--- src/rtl/i2c_master_bit_phase_engine_macros.svh ---
// Assertion macros for the I2C master bit phase engine.
// Included by the top level; relies on clk and rst_n being in scope.
`ifndef I2C_MASTER_BIT_PHASE_ENGINE_MACROS_SVH
`define I2C_MASTER_BIT_PHASE_ENGINE_MACROS_SVH

// Same-cycle implication, disabled while reset is asserted.
`define I2CBPE_ASSERT_NOW(lbl, ante, cons, msg) \
    lbl: assert property (@(posedge clk) disable iff (!rst_n) (ante) |-> (cons)) \
        else $error(msg);

// Next-cycle implication, disabled while reset is asserted.
`define I2CBPE_ASSERT_NEXT(lbl, ante, cons, msg) \
    lbl: assert property (@(posedge clk) disable iff (!rst_n) (ante) |=> (cons)) \
        else $error(msg);

`endif

--- src/rtl/i2cbpe_pkg.sv ---
// Shared types and constants for the I2C master bit phase engine.
// No dependencies; imported by the controller, the datapath and the top level.
`default_nettype none

package i2cbpe_pkg;

    localparam int PHASE_W = 5;

    typedef enum logic [2:0] {
        CMD_START  = 3'd0,
        CMD_STOP   = 3'd1,
        CMD_WRITE  = 3'd2,
        CMD_READ   = 3'd3,
        CMD_TX_ACK = 3'd4,
        CMD_RX_ACK = 3'd5
    } cmd_t;

    // Index of the final phase of the start, write and read commands.
    localparam logic [PHASE_W-1:0] START_LAST = PHASE_W'(3);
    localparam logic [PHASE_W-1:0] WRITE_LAST = PHASE_W'(23);
    localparam logic [PHASE_W-1:0] READ_LAST  = PHASE_W'(16);

    typedef enum logic {
        PIN_SCL = 1'b0,
        PIN_SDA = 1'b1
    } pin_t;

    typedef enum logic [1:0] {
        VAL_ZERO = 2'd0,
        VAL_ONE  = 2'd1,
        VAL_TX   = 2'd2,
        VAL_ACK  = 2'd3
    } val_t;

    typedef struct packed {
        logic load;
        logic step;
        pin_t pin;
        val_t val;
        logic last;
        logic rpt_rx;
        logic rpt_ack;
    } dp_ctl_t;

    typedef struct packed {
        logic slot_free;
    } dp_stat_t;

endpackage

`default_nettype wire

--- src/rtl/i2cbpe_cmd_if.sv ---
// Command channel of the I2C master bit phase engine.
// Carries one command word with its handshake; no dependencies.
`default_nettype none

interface i2cbpe_cmd_if;
    logic       valid;
    logic       ready;
    logic [2:0] cmd;
    logic [7:0] tx_byte;
    logic       ack_out;
    logic [7:0] bus_levels;

    modport source (output valid, output cmd, output tx_byte, output ack_out,
                    output bus_levels, input ready);
    modport sink   (input valid, input cmd, input tx_byte, input ack_out,
                    input bus_levels, output ready);
endinterface

`default_nettype wire

--- src/rtl/i2cbpe_phase_if.sv ---
// Phase channel of the I2C master bit phase engine.
// Carries one pin write word with its handshake; no dependencies.
`default_nettype none

interface i2cbpe_phase_if;
    logic       valid;
    logic       ready;
    logic       scl;
    logic       sda;
    logic [7:0] rx_byte;
    logic       ack_in;
    logic       last;

    modport source (output valid, output scl, output sda, output rx_byte,
                    output ack_in, output last, input ready);
    modport sink   (input valid, input scl, input sda, input rx_byte,
                    input ack_in, input last, output ready);
endinterface

`default_nettype wire

--- src/rtl/i2cbpe_ctrl.sv ---
// Sequencer of the I2C master bit phase engine: steps through the phases
// of one command. Depends on i2cbpe_pkg.
`default_nettype none

module i2cbpe_ctrl (
    input  wire logic                 clk,
    input  wire logic                 rst_n,
    input  wire logic                 in_valid,
    output logic                      in_ready,
    input  wire logic [2:0]           cmd,
    input  wire i2cbpe_pkg::dp_stat_t stat,
    output i2cbpe_pkg::dp_ctl_t       ctl
);
    import i2cbpe_pkg::*;

    typedef enum logic [1:0] {
        ST_IDLE = 2'b01,
        ST_RUN  = 2'b10
    } state_t;

    state_t               state_reg, state_next;
    cmd_t                 cmd_reg, cmd_next;
    logic [PHASE_W-1:0]   phase_reg, phase_next;
    logic [1:0]           sub_reg, sub_next;
    logic                 accept;
    logic                 known;

    assign in_ready = (state_reg == ST_IDLE);
    assign accept   = in_valid && in_ready;
    assign known    = (cmd <= CMD_RX_ACK);

    // Phase decode: which pin is written, with what, and whether it ends the command.
    always_comb
    begin
        ctl.load    = accept;
        ctl.step    = 1'b0;
        ctl.pin     = PIN_SCL;
        ctl.val     = VAL_ZERO;
        ctl.last    = 1'b0;
        ctl.rpt_rx  = 1'b0;
        ctl.rpt_ack = 1'b0;
        unique case (cmd_reg)
            CMD_START:
            begin
                unique case (phase_reg[1:0])
                    2'd0:
                    begin
                        ctl.pin = PIN_SDA;
                        ctl.val = VAL_ONE;
                    end
                    2'd1:
                    begin
                        ctl.val = VAL_ONE;
                    end
                    2'd2:
                    begin
                        ctl.pin = PIN_SDA;
                    end
                    default:
                    begin
                        ctl.last = (phase_reg == START_LAST);
                    end
                endcase
            end
            CMD_STOP:
            begin
                unique case (sub_reg)
                    2'd0:
                    begin
                        ctl.pin = PIN_SDA;
                    end
                    2'd1:
                    begin
                        ctl.val = VAL_ONE;
                    end
                    default:
                    begin
                        ctl.pin  = PIN_SDA;
                        ctl.val  = VAL_ONE;
                        ctl.last = 1'b1;
                    end
                endcase
            end
            CMD_WRITE:
            begin
                unique case (sub_reg)
                    2'd0:
                    begin
                        ctl.pin = PIN_SDA;
                        ctl.val = VAL_TX;
                    end
                    2'd1:
                    begin
                        ctl.val = VAL_ONE;
                    end
                    default:
                    begin
                        ctl.last = (phase_reg == WRITE_LAST);
                    end
                endcase
            end
            CMD_READ:
            begin
                if (phase_reg == '0)
                begin
                    ctl.pin = PIN_SDA;
                    ctl.val = VAL_ONE;
                end
                else if (phase_reg[0])
                begin
                    ctl.val = VAL_ONE;
                end
                else
                begin
                    ctl.last   = (phase_reg == READ_LAST);
                    ctl.rpt_rx = ctl.last;
                end
            end
            CMD_TX_ACK:
            begin
                unique case (sub_reg)
                    2'd0:
                    begin
                        ctl.pin = PIN_SDA;
                        ctl.val = VAL_ACK;
                    end
                    2'd1:
                    begin
                        ctl.val = VAL_ONE;
                    end
                    default:
                    begin
                        ctl.last = 1'b1;
                    end
                endcase
            end
            CMD_RX_ACK:
            begin
                unique case (sub_reg)
                    2'd0:
                    begin
                        ctl.pin = PIN_SDA;
                        ctl.val = VAL_ONE;
                    end
                    2'd1:
                    begin
                        ctl.val = VAL_ONE;
                    end
                    default:
                    begin
                        ctl.last    = 1'b1;
                        ctl.rpt_ack = 1'b1;
                    end
                endcase
            end
            default:
            begin
                ctl.last = 1'b1;
            end
        endcase
        ctl.step = (state_reg == ST_RUN) && stat.slot_free;
    end

    always_comb
    begin
        state_next = state_reg;
        cmd_next   = cmd_reg;
        phase_next = phase_reg;
        sub_next   = sub_reg;
        unique case (state_reg)
            ST_IDLE:
            begin
                // An unknown command is taken and dropped without any phase.
                if (accept && known)
                begin
                    state_next = ST_RUN;
                    cmd_next   = cmd_t'(cmd);
                    phase_next = '0;
                    sub_next   = '0;
                end
            end
            ST_RUN:
            begin
                if (ctl.step)
                begin
                    if (ctl.last)
                    begin
                        state_next = ST_IDLE;
                    end
                    else
                    begin
                        phase_next = phase_reg + PHASE_W'(1);
                        sub_next   = (sub_reg == 2'd2) ? 2'd0 : sub_reg + 2'd1;
                    end
                end
            end
            default:
            begin
                state_next = ST_IDLE;
            end
        endcase
    end

    always_ff @(posedge clk or negedge rst_n)
    begin
        if (!rst_n)
        begin
            state_reg <= ST_IDLE;
            cmd_reg   <= CMD_START;
            phase_reg <= '0;
            sub_reg   <= '0;
        end
        else
        begin
            state_reg <= state_next;
            cmd_reg   <= cmd_next;
            phase_reg <= phase_next;
            sub_reg   <= sub_next;
        end
    end

endmodule

`default_nettype wire

--- src/rtl/i2cbpe_dp.sv ---
// Datapath of the I2C master bit phase engine: pin levels, data shift
// register and the output word register. Depends on i2cbpe_pkg and i2cbpe_phase_if.
`default_nettype none

module i2cbpe_dp (
    input  wire logic                clk,
    input  wire logic                rst_n,
    input  wire logic [7:0]          tx_byte,
    input  wire logic                ack_out,
    input  wire logic [7:0]          bus_levels,
    input  wire i2cbpe_pkg::dp_ctl_t ctl,
    output i2cbpe_pkg::dp_stat_t     stat,
    i2cbpe_phase_if.source           phase
);
    import i2cbpe_pkg::*;

    logic       scl_level_reg, scl_level_next;
    logic       sda_level_reg, sda_level_next;
    logic [7:0] tx_reg, tx_next;
    logic       ack_reg;
    logic [7:0] lv_reg;
    logic       out_valid_reg, out_valid_next;
    logic       out_scl_reg, out_sda_reg, out_ack_reg, out_last_reg;
    logic [7:0] out_rx_reg;
    logic       pin_val;

    assign stat.slot_free = !out_valid_reg || phase.ready;

    always_comb
    begin
        unique case (ctl.val)
            VAL_ZERO: pin_val = 1'b0;
            VAL_ONE:  pin_val = 1'b1;
            VAL_TX:   pin_val = tx_reg[7];
            VAL_ACK:  pin_val = ack_reg;
            default:  pin_val = 1'b1;
        endcase
    end

    always_comb
    begin
        scl_level_next = scl_level_reg;
        sda_level_next = sda_level_reg;
        tx_next        = tx_reg;
        if (ctl.load)
        begin
            tx_next = tx_byte;
        end
        if (ctl.step)
        begin
            if (ctl.pin == PIN_SCL)
            begin
                scl_level_next = pin_val;
            end
            else
            begin
                sda_level_next = pin_val;
            end
            // The data bits go out MSB first, one per SDA write.
            if (ctl.val == VAL_TX)
            begin
                tx_next = {tx_reg[6:0], 1'b0};
            end
        end
        if (ctl.step)
        begin
            out_valid_next = 1'b1;
        end
        else if (phase.ready)
        begin
            out_valid_next = 1'b0;
        end
        else
        begin
            out_valid_next = out_valid_reg;
        end
    end

    always_ff @(posedge clk or negedge rst_n)
    begin
        if (!rst_n)
        begin
            scl_level_reg <= 1'b1;
            sda_level_reg <= 1'b1;
            out_valid_reg <= 1'b0;
        end
        else
        begin
            scl_level_reg <= scl_level_next;
            sda_level_reg <= sda_level_next;
            out_valid_reg <= out_valid_next;
        end
    end

    always_ff @(posedge clk)
    begin
        tx_reg <= tx_next;
        if (ctl.load)
        begin
            ack_reg <= ack_out;
            lv_reg  <= bus_levels;
        end
        if (ctl.step)
        begin
            out_scl_reg  <= scl_level_next;
            out_sda_reg  <= sda_level_next;
            out_rx_reg   <= ctl.rpt_rx ? lv_reg : 8'h00;
            out_ack_reg  <= ctl.rpt_ack && lv_reg[0];
            out_last_reg <= ctl.last;
        end
    end

    assign phase.valid   = out_valid_reg;
    assign phase.scl     = out_scl_reg;
    assign phase.sda     = out_sda_reg;
    assign phase.rx_byte = out_rx_reg;
    assign phase.ack_in  = out_ack_reg;
    assign phase.last    = out_last_reg;

endmodule

`default_nettype wire

--- src/rtl/i2c_master_bit_phase_engine.sv ---
// I2C master bit phase engine, top level: sequencer plus datapath.
// Depends on i2cbpe_pkg, both channel interfaces, i2cbpe_ctrl, i2cbpe_dp and the macros header.
//
// Takes one bus command word (start, stop, write byte, read byte, send ack,
// receive ack) and emits, one word per cycle while the sink keeps ready high,
// the SCL/SDA pin writes of that command: 4 for start, 3 for stop, 24 for
// write byte, 17 for read byte and 3 for either acknowledge. The sequencer
// issues one phase per cycle, while the single output register is free or
// being taken, into that register; a command is accepted in the cycle after
// the previous command's final phase has been issued. Commands 6 and 7 are
// accepted and dropped without any pin write. The pin levels start released
// high after reset and carry over between commands; the received byte and
// the acknowledge bit appear on the final word only.
`default_nettype none

`include "i2c_master_bit_phase_engine_macros.svh"

module i2c_master_bit_phase_engine (
    input  wire logic      clk,
    input  wire logic      rst_n,
    i2cbpe_cmd_if.sink     cmd_ch,
    i2cbpe_phase_if.source phase_ch
);
    import i2cbpe_pkg::*;

    dp_ctl_t  ctl;
    dp_stat_t stat;

    i2cbpe_ctrl u_ctrl (
        .clk      (clk),
        .rst_n    (rst_n),
        .in_valid (cmd_ch.valid),
        .in_ready (cmd_ch.ready),
        .cmd      (cmd_ch.cmd),
        .stat     (stat),
        .ctl      (ctl)
    );

    i2cbpe_dp u_dp (
        .clk        (clk),
        .rst_n      (rst_n),
        .tx_byte    (cmd_ch.tx_byte),
        .ack_out    (cmd_ch.ack_out),
        .bus_levels (cmd_ch.bus_levels),
        .ctl        (ctl),
        .stat       (stat),
        .phase      (phase_ch)
    );

    `I2CBPE_ASSERT_NEXT(a_busy_after_cmd, cmd_ch.valid && cmd_ch.ready && (cmd_ch.cmd <= CMD_RX_ACK), !cmd_ch.ready, "known command did not start a sequence")
    `I2CBPE_ASSERT_NOW(a_rx_only_last, phase_ch.valid && !phase_ch.last, (phase_ch.rx_byte == 8'h00) && !phase_ch.ack_in, "received data shown before final phase")
    `I2CBPE_ASSERT_NOW(a_ack_scl_low, phase_ch.valid && phase_ch.ack_in, phase_ch.last && !phase_ch.scl, "acknowledge reported outside SCL low final phase")
    `I2CBPE_ASSERT_NOW(a_step_slot, ctl.step, !phase_ch.valid || phase_ch.ready, "phase issued over an untaken word")

endmodule

`default_nettype wire
--- src/flat_wrapper.sv ---
// flat-port wrapper written by rule: the top's interface ports become plain ports
module i2c_master_bit_phase_engine_flat import i2cbpe_pkg::*;
  (clk, rst_n, cmd_ch_valid, cmd_ch_cmd, cmd_ch_tx_byte, cmd_ch_ack_out, cmd_ch_bus_levels, cmd_ch_ready, phase_ch_valid, phase_ch_scl, phase_ch_sda, phase_ch_rx_byte, phase_ch_ack_in, phase_ch_last, phase_ch_ready);
  i2cbpe_cmd_if cmd_ch_i ();
  i2cbpe_phase_if phase_ch_i ();
  input  wire logic clk;
  input  wire logic rst_n;
  input wire logic [$bits(cmd_ch_i.valid)-1:0] cmd_ch_valid;
  input wire logic [$bits(cmd_ch_i.cmd)-1:0] cmd_ch_cmd;
  input wire logic [$bits(cmd_ch_i.tx_byte)-1:0] cmd_ch_tx_byte;
  input wire logic [$bits(cmd_ch_i.ack_out)-1:0] cmd_ch_ack_out;
  input wire logic [$bits(cmd_ch_i.bus_levels)-1:0] cmd_ch_bus_levels;
  output wire logic [$bits(cmd_ch_i.ready)-1:0] cmd_ch_ready;
  output wire logic [$bits(phase_ch_i.valid)-1:0] phase_ch_valid;
  output wire logic [$bits(phase_ch_i.scl)-1:0] phase_ch_scl;
  output wire logic [$bits(phase_ch_i.sda)-1:0] phase_ch_sda;
  output wire logic [$bits(phase_ch_i.rx_byte)-1:0] phase_ch_rx_byte;
  output wire logic [$bits(phase_ch_i.ack_in)-1:0] phase_ch_ack_in;
  output wire logic [$bits(phase_ch_i.last)-1:0] phase_ch_last;
  input wire logic [$bits(phase_ch_i.ready)-1:0] phase_ch_ready;
  assign cmd_ch_i.valid = cmd_ch_valid;
  assign cmd_ch_i.cmd = cmd_ch_cmd;
  assign cmd_ch_i.tx_byte = cmd_ch_tx_byte;
  assign cmd_ch_i.ack_out = cmd_ch_ack_out;
  assign cmd_ch_i.bus_levels = cmd_ch_bus_levels;
  assign cmd_ch_ready = cmd_ch_i.ready;
  assign phase_ch_valid = phase_ch_i.valid;
  assign phase_ch_scl = phase_ch_i.scl;
  assign phase_ch_sda = phase_ch_i.sda;
  assign phase_ch_rx_byte = phase_ch_i.rx_byte;
  assign phase_ch_ack_in = phase_ch_i.ack_in;
  assign phase_ch_last = phase_ch_i.last;
  assign phase_ch_i.ready = phase_ch_ready;
  i2c_master_bit_phase_engine u_core (.clk(clk), .rst_n(rst_n), .cmd_ch(cmd_ch_i), .phase_ch(phase_ch_i));
endmodule
--- config.mk ---
export PLATFORM = sky130hd
export DESIGN_NAME = i2c_master_bit_phase_engine_flat
export DESIGN_NICKNAME = d
export VERILOG_FILES = /design/src/rtl/i2cbpe_pkg.sv /design/src/rtl/i2cbpe_cmd_if.sv /design/src/rtl/i2cbpe_phase_if.sv /design/src/rtl/i2cbpe_ctrl.sv /design/src/rtl/i2cbpe_dp.sv /design/src/rtl/i2c_master_bit_phase_engine.sv /design/src/flat_wrapper.sv
export VERILOG_INCLUDE_DIRS = /design/src /design/src/rtl
export SDC_FILE = /design/constraint.sdc
export NUM_CORES = 1
export LEC_CHECK = 0
export BUFFER_PORTS_ARGS = -buffer_cell sky130_fd_sc_hd__buf_2
export CELL_PAD_IN_SITES_DETAIL_PLACEMENT = 2
export CELL_PAD_IN_SITES_GLOBAL_PLACEMENT = 2
export CORE_ASPECT_RATIO = 1.1
export CORE_MARGIN = 8
export CORE_UTILIZATION = 38
export CTS_CLUSTER_DIAMETER = 100
export DETAILED_ROUTE_END_ITERATION = 6
export PLACE_DENSITY = 0.83
export SLEW_MARGIN = 25
export SYNTH_ARGS = -nofsm -noshare
export SYNTH_HDL_FRONTEND = slang
export SYNTH_SLANG_ARGS = --single-unit
--- constraint.sdc ---
create_clock -name clk -period 4.35 [get_ports clk]
set_input_delay 0.2175 -clock clk [delete_from_list [all_inputs] [get_ports clk]]
set_output_delay 0.2175 -clock clk [all_outputs]
set_load 0.01 [all_outputs]
# ---- After elaboration in Yosys (flattened, before gate mapping)
# Cells that the tools add are included.
dict set report classes {
  n_addsub 2
  magnitude_cmp 1
  eq_ne 21
  n_mux 43
  reduce_logical 21
}
# op count
set op_table {}
lappend op_table {{$mux 8} 3}
lappend op_table {{$mux 1} 20}
lappend op_table {{$mux 2} 9}
lappend op_table {{$pmux 3 s6} 1}
lappend op_table {{$pmux 2 s2} 4}
lappend op_table {{$mux 5} 3}
lappend op_table {{$eq 2x2->1 const B} 5}
lappend op_table {{$eq 5x5->1 const B} 2}
lappend op_table {{$pmux 5 s2} 1}
lappend op_table {{$eq 2x1->1 const B} 4}
lappend op_table {{$pmux 1 s4} 2}
lappend op_table {{$eq 3x2->1 const B} 2}
lappend op_table {{$eq 3x3->1 const B} 2}
lappend op_table {{$logic_not 2->1} 3}
lappend op_table {{$reduce_or 2->1} 3}
lappend op_table {{$reduce_or 3->1} 2}
lappend op_table {{$add 5x1->5 const B} 1}
lappend op_table {{$eq 5x2->1 const B} 1}
lappend op_table {{$logic_not 5->1} 1}
lappend op_table {{$logic_and 1x1->1} 4}
lappend op_table {{$ne 2x1->1 const B} 2}
lappend op_table {{$ne 2x2->1 const B} 2}
lappend op_table {{$reduce_and 4->1} 1}
lappend op_table {{$reduce_bool 2->1} 2}
lappend op_table {{8 further kinds} 8}
dict set report word_totals {
  regBits 44
  input_bits 24
  out_inout_bits 14
  word_cells 103
}

# ---- Logic depth before layout (Yosys ltp)
dict set report depth {
  word_depth 8
  ltp_mapped 7
  ltp_nobuf 7
}

# ---- Cells and area by module
# From an unflattened synthesis, not the netlist that was laid out.
dict set report hier_totals {
  hier_cells 184
  area_unflattened_um2 2105.8
}
# module instances cells_each area_each_um2 seq_area_each_um2
set by_module_without_submodules {}
lappend by_module_without_submodules {i2cbpe_dp 1 77 1206.2 868.3}
lappend by_module_without_submodules {i2cbpe_ctrl 1 107 899.6 301.5}

# ---- Least setup slack after synthesis
# No wires, ideal clock.
dict set report synth_timing {
  kind {flip-flop to flip-flop}
  startpoint {reg u_core.u_ctrl.phase_reg[0]}
  endpoint {reg u_core.u_ctrl.phase_reg[0]}
  setup_ns 0.125
  t_arrival_ns 1.866
  required_time_ns 4.225
  setup_slack_ns 2.359
  path_stages_with_launch 8
  path_buffers 0
  synth_period_minus_slack_ns 1.991
  cell_sequence {dfrtp_1 inv_1 ha_1 nand4b_1 o41ai_1 a2111oi_4 nor2_1 mux2_2}
}
dict set report synth_via {
  elab_chain_len 6
  word_cells_on_any_way 19
  cone_classes {1 x add/sub; 6 x eq/ne; 8 x mux; 4 x reduce/logical}
}
# item line
set synth_rtl {}
lappend synth_rtl {{start: declaration} i2cbpe_ctrl.sv:23} ;# logic [PHASE_W-1:0] phase_reg, phase_next;
lappend synth_rtl {{start signal: assignment} i2cbpe_ctrl.sv:217} ;# phase_reg <= phase_next;
lappend synth_rtl {{$eq 5x5->1 (tied with other cells)} i2cbpe_ctrl.sv:115} ;# ctl.last = (phase_reg == READ_LAST);
lappend synth_rtl {{$mux 2 or $reduce_or 3->1 (tied branches)} --}
lappend synth_rtl {{$mux 2 or $mux 1 (tied branches)} {i2cbpe_ctrl.sv:104, i2cbpe_ctrl.sv:45}}
lappend synth_rtl {{$pmux 1 s4} i2cbpe_ctrl.sv:42} ;# unique case (cmd_reg)
lappend synth_rtl {{$ne 2x2->1 (no source line)} --}
lappend synth_rtl {{$reduce_and 4->1 (no source line)} --}
# Parallel ways exist; a longest one is shown, timed or not. The select of a mux whose other input is x is not followed.
# A chain may end at the register's enable or synchronous reset.

# ---- Final worst setup path
# Same ends and word-level chain as after synthesis.

==> key figures <==
Global routing
  • Vias in the first global route: between 1500 and 2000
  • First-pass GRT wire length: between 9000 and 10000 um
  • Pin count of the biggest net entering global routing: 17
  • Tot GR Track Use: between 10% and 20%
  • Initial antenna violation count: 0
  • GRT overflow: 0

Place
  • Post-placement setup slack: roughly 2.1 ns
  • GP Congestion: between 0.8 and 0.9
  • Hpwl dp: a little under 4000 um
  • Port Buffers: 37

STA
  • Period Utilization, post-route: around 55%
  • Max Freq: 417 MHz
  • Rel. slew slack: between 50% and 60%
  • RSZ-0062 raised after global routing: false
  • Max Slew Vio Count: 0
  • Tmin final: between 2 and 2.5 ns
  • Fin Setup TNS: 0 ns
  • Setup Viol. Count Final: 0
  • Worst-Margin Slew: 0.659 ns
  • Clock Skew: slightly below 0.009 ns
  • Final hold viol count: 0
  • Worst setup margin: 1.95 ns

Power
  • LEAKAGE: roughly 0.001 uW
  • P per Cell Area: ~600 nW/um2
  • Peak VDD IR: 0.000237 V

Synth
  • Cell taking the most area after synthesis: edfxtp_1
  • Syn Nets: between 150 and 200
  • Synth warn: 0
  • Post-synth ARST share: about a third
  • Synth Cell Area: between 1500 and 2000 um2
  • FF+latch count, synth: 44
  • Yosys cell types: 43
  • Dominant synthesized flop cell: edfxtp_1
  • Mapped Avg Cell Area: between 10 and 15 um2
  • Number of enable flip-flop cells after synthesis: 21
  • Synth top area cells: edfxtp_1 32%, dfrtp_1 15%, dfxtp_1 8.1%, mux2i_1 5.6%, nand2_1 4.8%
  • Seq/Total Area, Yosys: between 50 and 60%
  • Cell count after synthesis: between 150 and 200
  • Post-synth top area share: around a third

Worst setup path
  • Critical Path Slowest Stage Cell: a2111oi_4
  • Worst-case reg-to-reg path depth: 7
  • Cells along the critical path: inv_1, ha_1, nand4b_1, o41ai_1, a2111oi_4, nor2_1, mux2_2
  • Setup crit start kind: flip-flop
  • Crit path required time: approximately 4.5 ns
  • Buf/Inv on CP: 1
  • Worst path arrival time: 2.59 ns
  • CP delay by family, top: compound AO/OA/AOI/OAI gates
  • Critical Path Fanout Max: 9
  • Critical Path Stages: 7
  • Setup CP Type: flip-flop to flip-flop
  • CP peak stage delay: 0.62 ns
  • CP endpoint kind: flip-flop
  • R2r setup slk: between 1.5 and 2 ns

Floorplan
  • Vert. Die Dim: 91.5 um
  • IO Count: 38
  • Initial core utilization: 39.3%
  • Core area: roughly 5000 um2
  • Die area: around 7700 um2
  • Die W: 84.6 um
  • Row cnt: 27

Outcome
  • Status: finished, final reports clean

Min path
  • Hold crit path type: input pin to flip-flop
  • WHS Path Cells: 1

Detailed routing
  • Vias: around 1500
  • Post-DR wirelength/cell: 21.0 um
  • Final ANT Viol Nets: 0
  • DRC Markers: 0
  • Via/cell ratio: 5.50
  • Starting DRT DRC Count: 69
  • Pre-antenna DRT Iters: 4
  • Total Wirelength: 5630 um

Clocking
  • Postcts setup bufs: 0
  • Reg clk slew, reported paths: around 0.090 ns
  • Bufs on Longest Clock Path: 2
  • Clock Latency Late Sink: 0.31 ns
  • Hold Buf Count CTS: 1
  • H-tree depth: 2
  • Post_cts resized: 0
  • CTS buffer count: 5
  • Clock sink count: 44
  • CTS tree: done
  • Clock root buffer: clkbuf_8

Finish
  • Most frequent cells in the layout: 37 x buf_2, 25 x nand2_1, 21 x edfxtp_1
  • P&R area growth vs syn: 17.2%
  • Fin util: 46.1%
  • Nets: 237
  • FILL cells: between 500 and 600
  • Commonest non-fill, non-tap cell in the layout: buf_2
  • Layout cells sized above 1: between 20% and 30%
  • Antenna Cells: 0

Flow run
  • MaxCap Viol Count: 0
## cells in the mapped netlist (2+ instances only)
library cell and count:
clkbuf_1 2, nor3b_1 2, dfstp_2 3, nand3_1 2
o31ai_1 2, a21oi_1 2, and2b_1 2, dfxtp_1 8
ha_1 4, and2_1 9, o21ai_0 11, inv_1 5
nand2_1 25, mux2i_1 11, nand2b_1 6, nor2b_1 4
nor2_1 9, edfxtp_1 21, buf_2 2, nor3_1 4
dfrtp_1 12, nand4_1 3
## routing by layer
layer	up-vias	part of all wire, %	track usage (%)
met4	0	2.0	6.69
met3	11	3.3	3.51
met2	27	55	28.8
met5	-	0	0
met1	757	39	16.4
li1	679	-	-
## power by group
part | internal (uW) | leakage [uW] | switching (uW)
registers | 571 | 0.000454 | 112
clock network | 129 | 0.0000434 | 151
logic | 167 | 0.000501 | 253
total | 867 | 0.000999 | 516
## stage by stage
step                total power (uW)  hold slack, ns  instance area, um2  instances
finish                          1380          0.0766                2310        268
global placement                1040           0.152                2190        259
detailed placement              1080           0.160                2190        259
global route                    1470          0.0694                2310        268
CTS                             1390          0.0684                2300        268
floorplan                        954         -0.0781                1970        170
## area by class of cell
type	instances	area, um2	share of cell area [%]
clock buffer	6	82.6	3.58
clock inverter	2	15.0	0.651
inverter	5	18.8	0.814
multi-input combinational	114	744	32.3
sequential	44	1170	50.7
tap	58	72.6	3.15
timing repair buffer	39	203	8.79
## kinds of logic (layout without fill, tap and decap cells)
group | after synthesis | after routing | synth area share (%)
AND/OR/NAND/NOR | 71 | 71 | 18.4
flip-flops | 44 | 44 | 59.5
AO/OA/AOI/OAI | 27 | 27 | 10.4
multiplexers | 12 | 12 | 6.17
buffers and inverters | 12 | 52 | 2.99
adder cells (fa/ha/maj) | 4 | 4 | 2.54
## worst paths after layout
check / startpoint / endpoint
setup / recovery: u_core.u_ctrl.phase_reg[0]$_DFFE_PN0P_ / u_core.u_ctrl.phase_reg[0]$_DFFE_PN0P_
hold / removal: cmd_ch_bus_levels[5] / u_core.u_dp.lv_reg[5]$_DFFE_PP_
setup reg to reg: u_core.u_ctrl.phase_reg[0]$_DFFE_PN0P_ / u_core.u_ctrl.phase_reg[0]$_DFFE_PN0P_
hold reg to reg: u_core.u_dp.tx_reg[2]$_DFF_P_ / u_core.u_dp.tx_reg[3]$_DFF_P_
max in group asynchronous: rst_n / u_core.u_ctrl.state_reg[0]$_DFFE_PN1P_
min in group asynchronous: rst_n / u_core.u_dp.phase.valid$_DFFE_PN0P_
No activity file was read; power rests on OpenSTA's default activity.
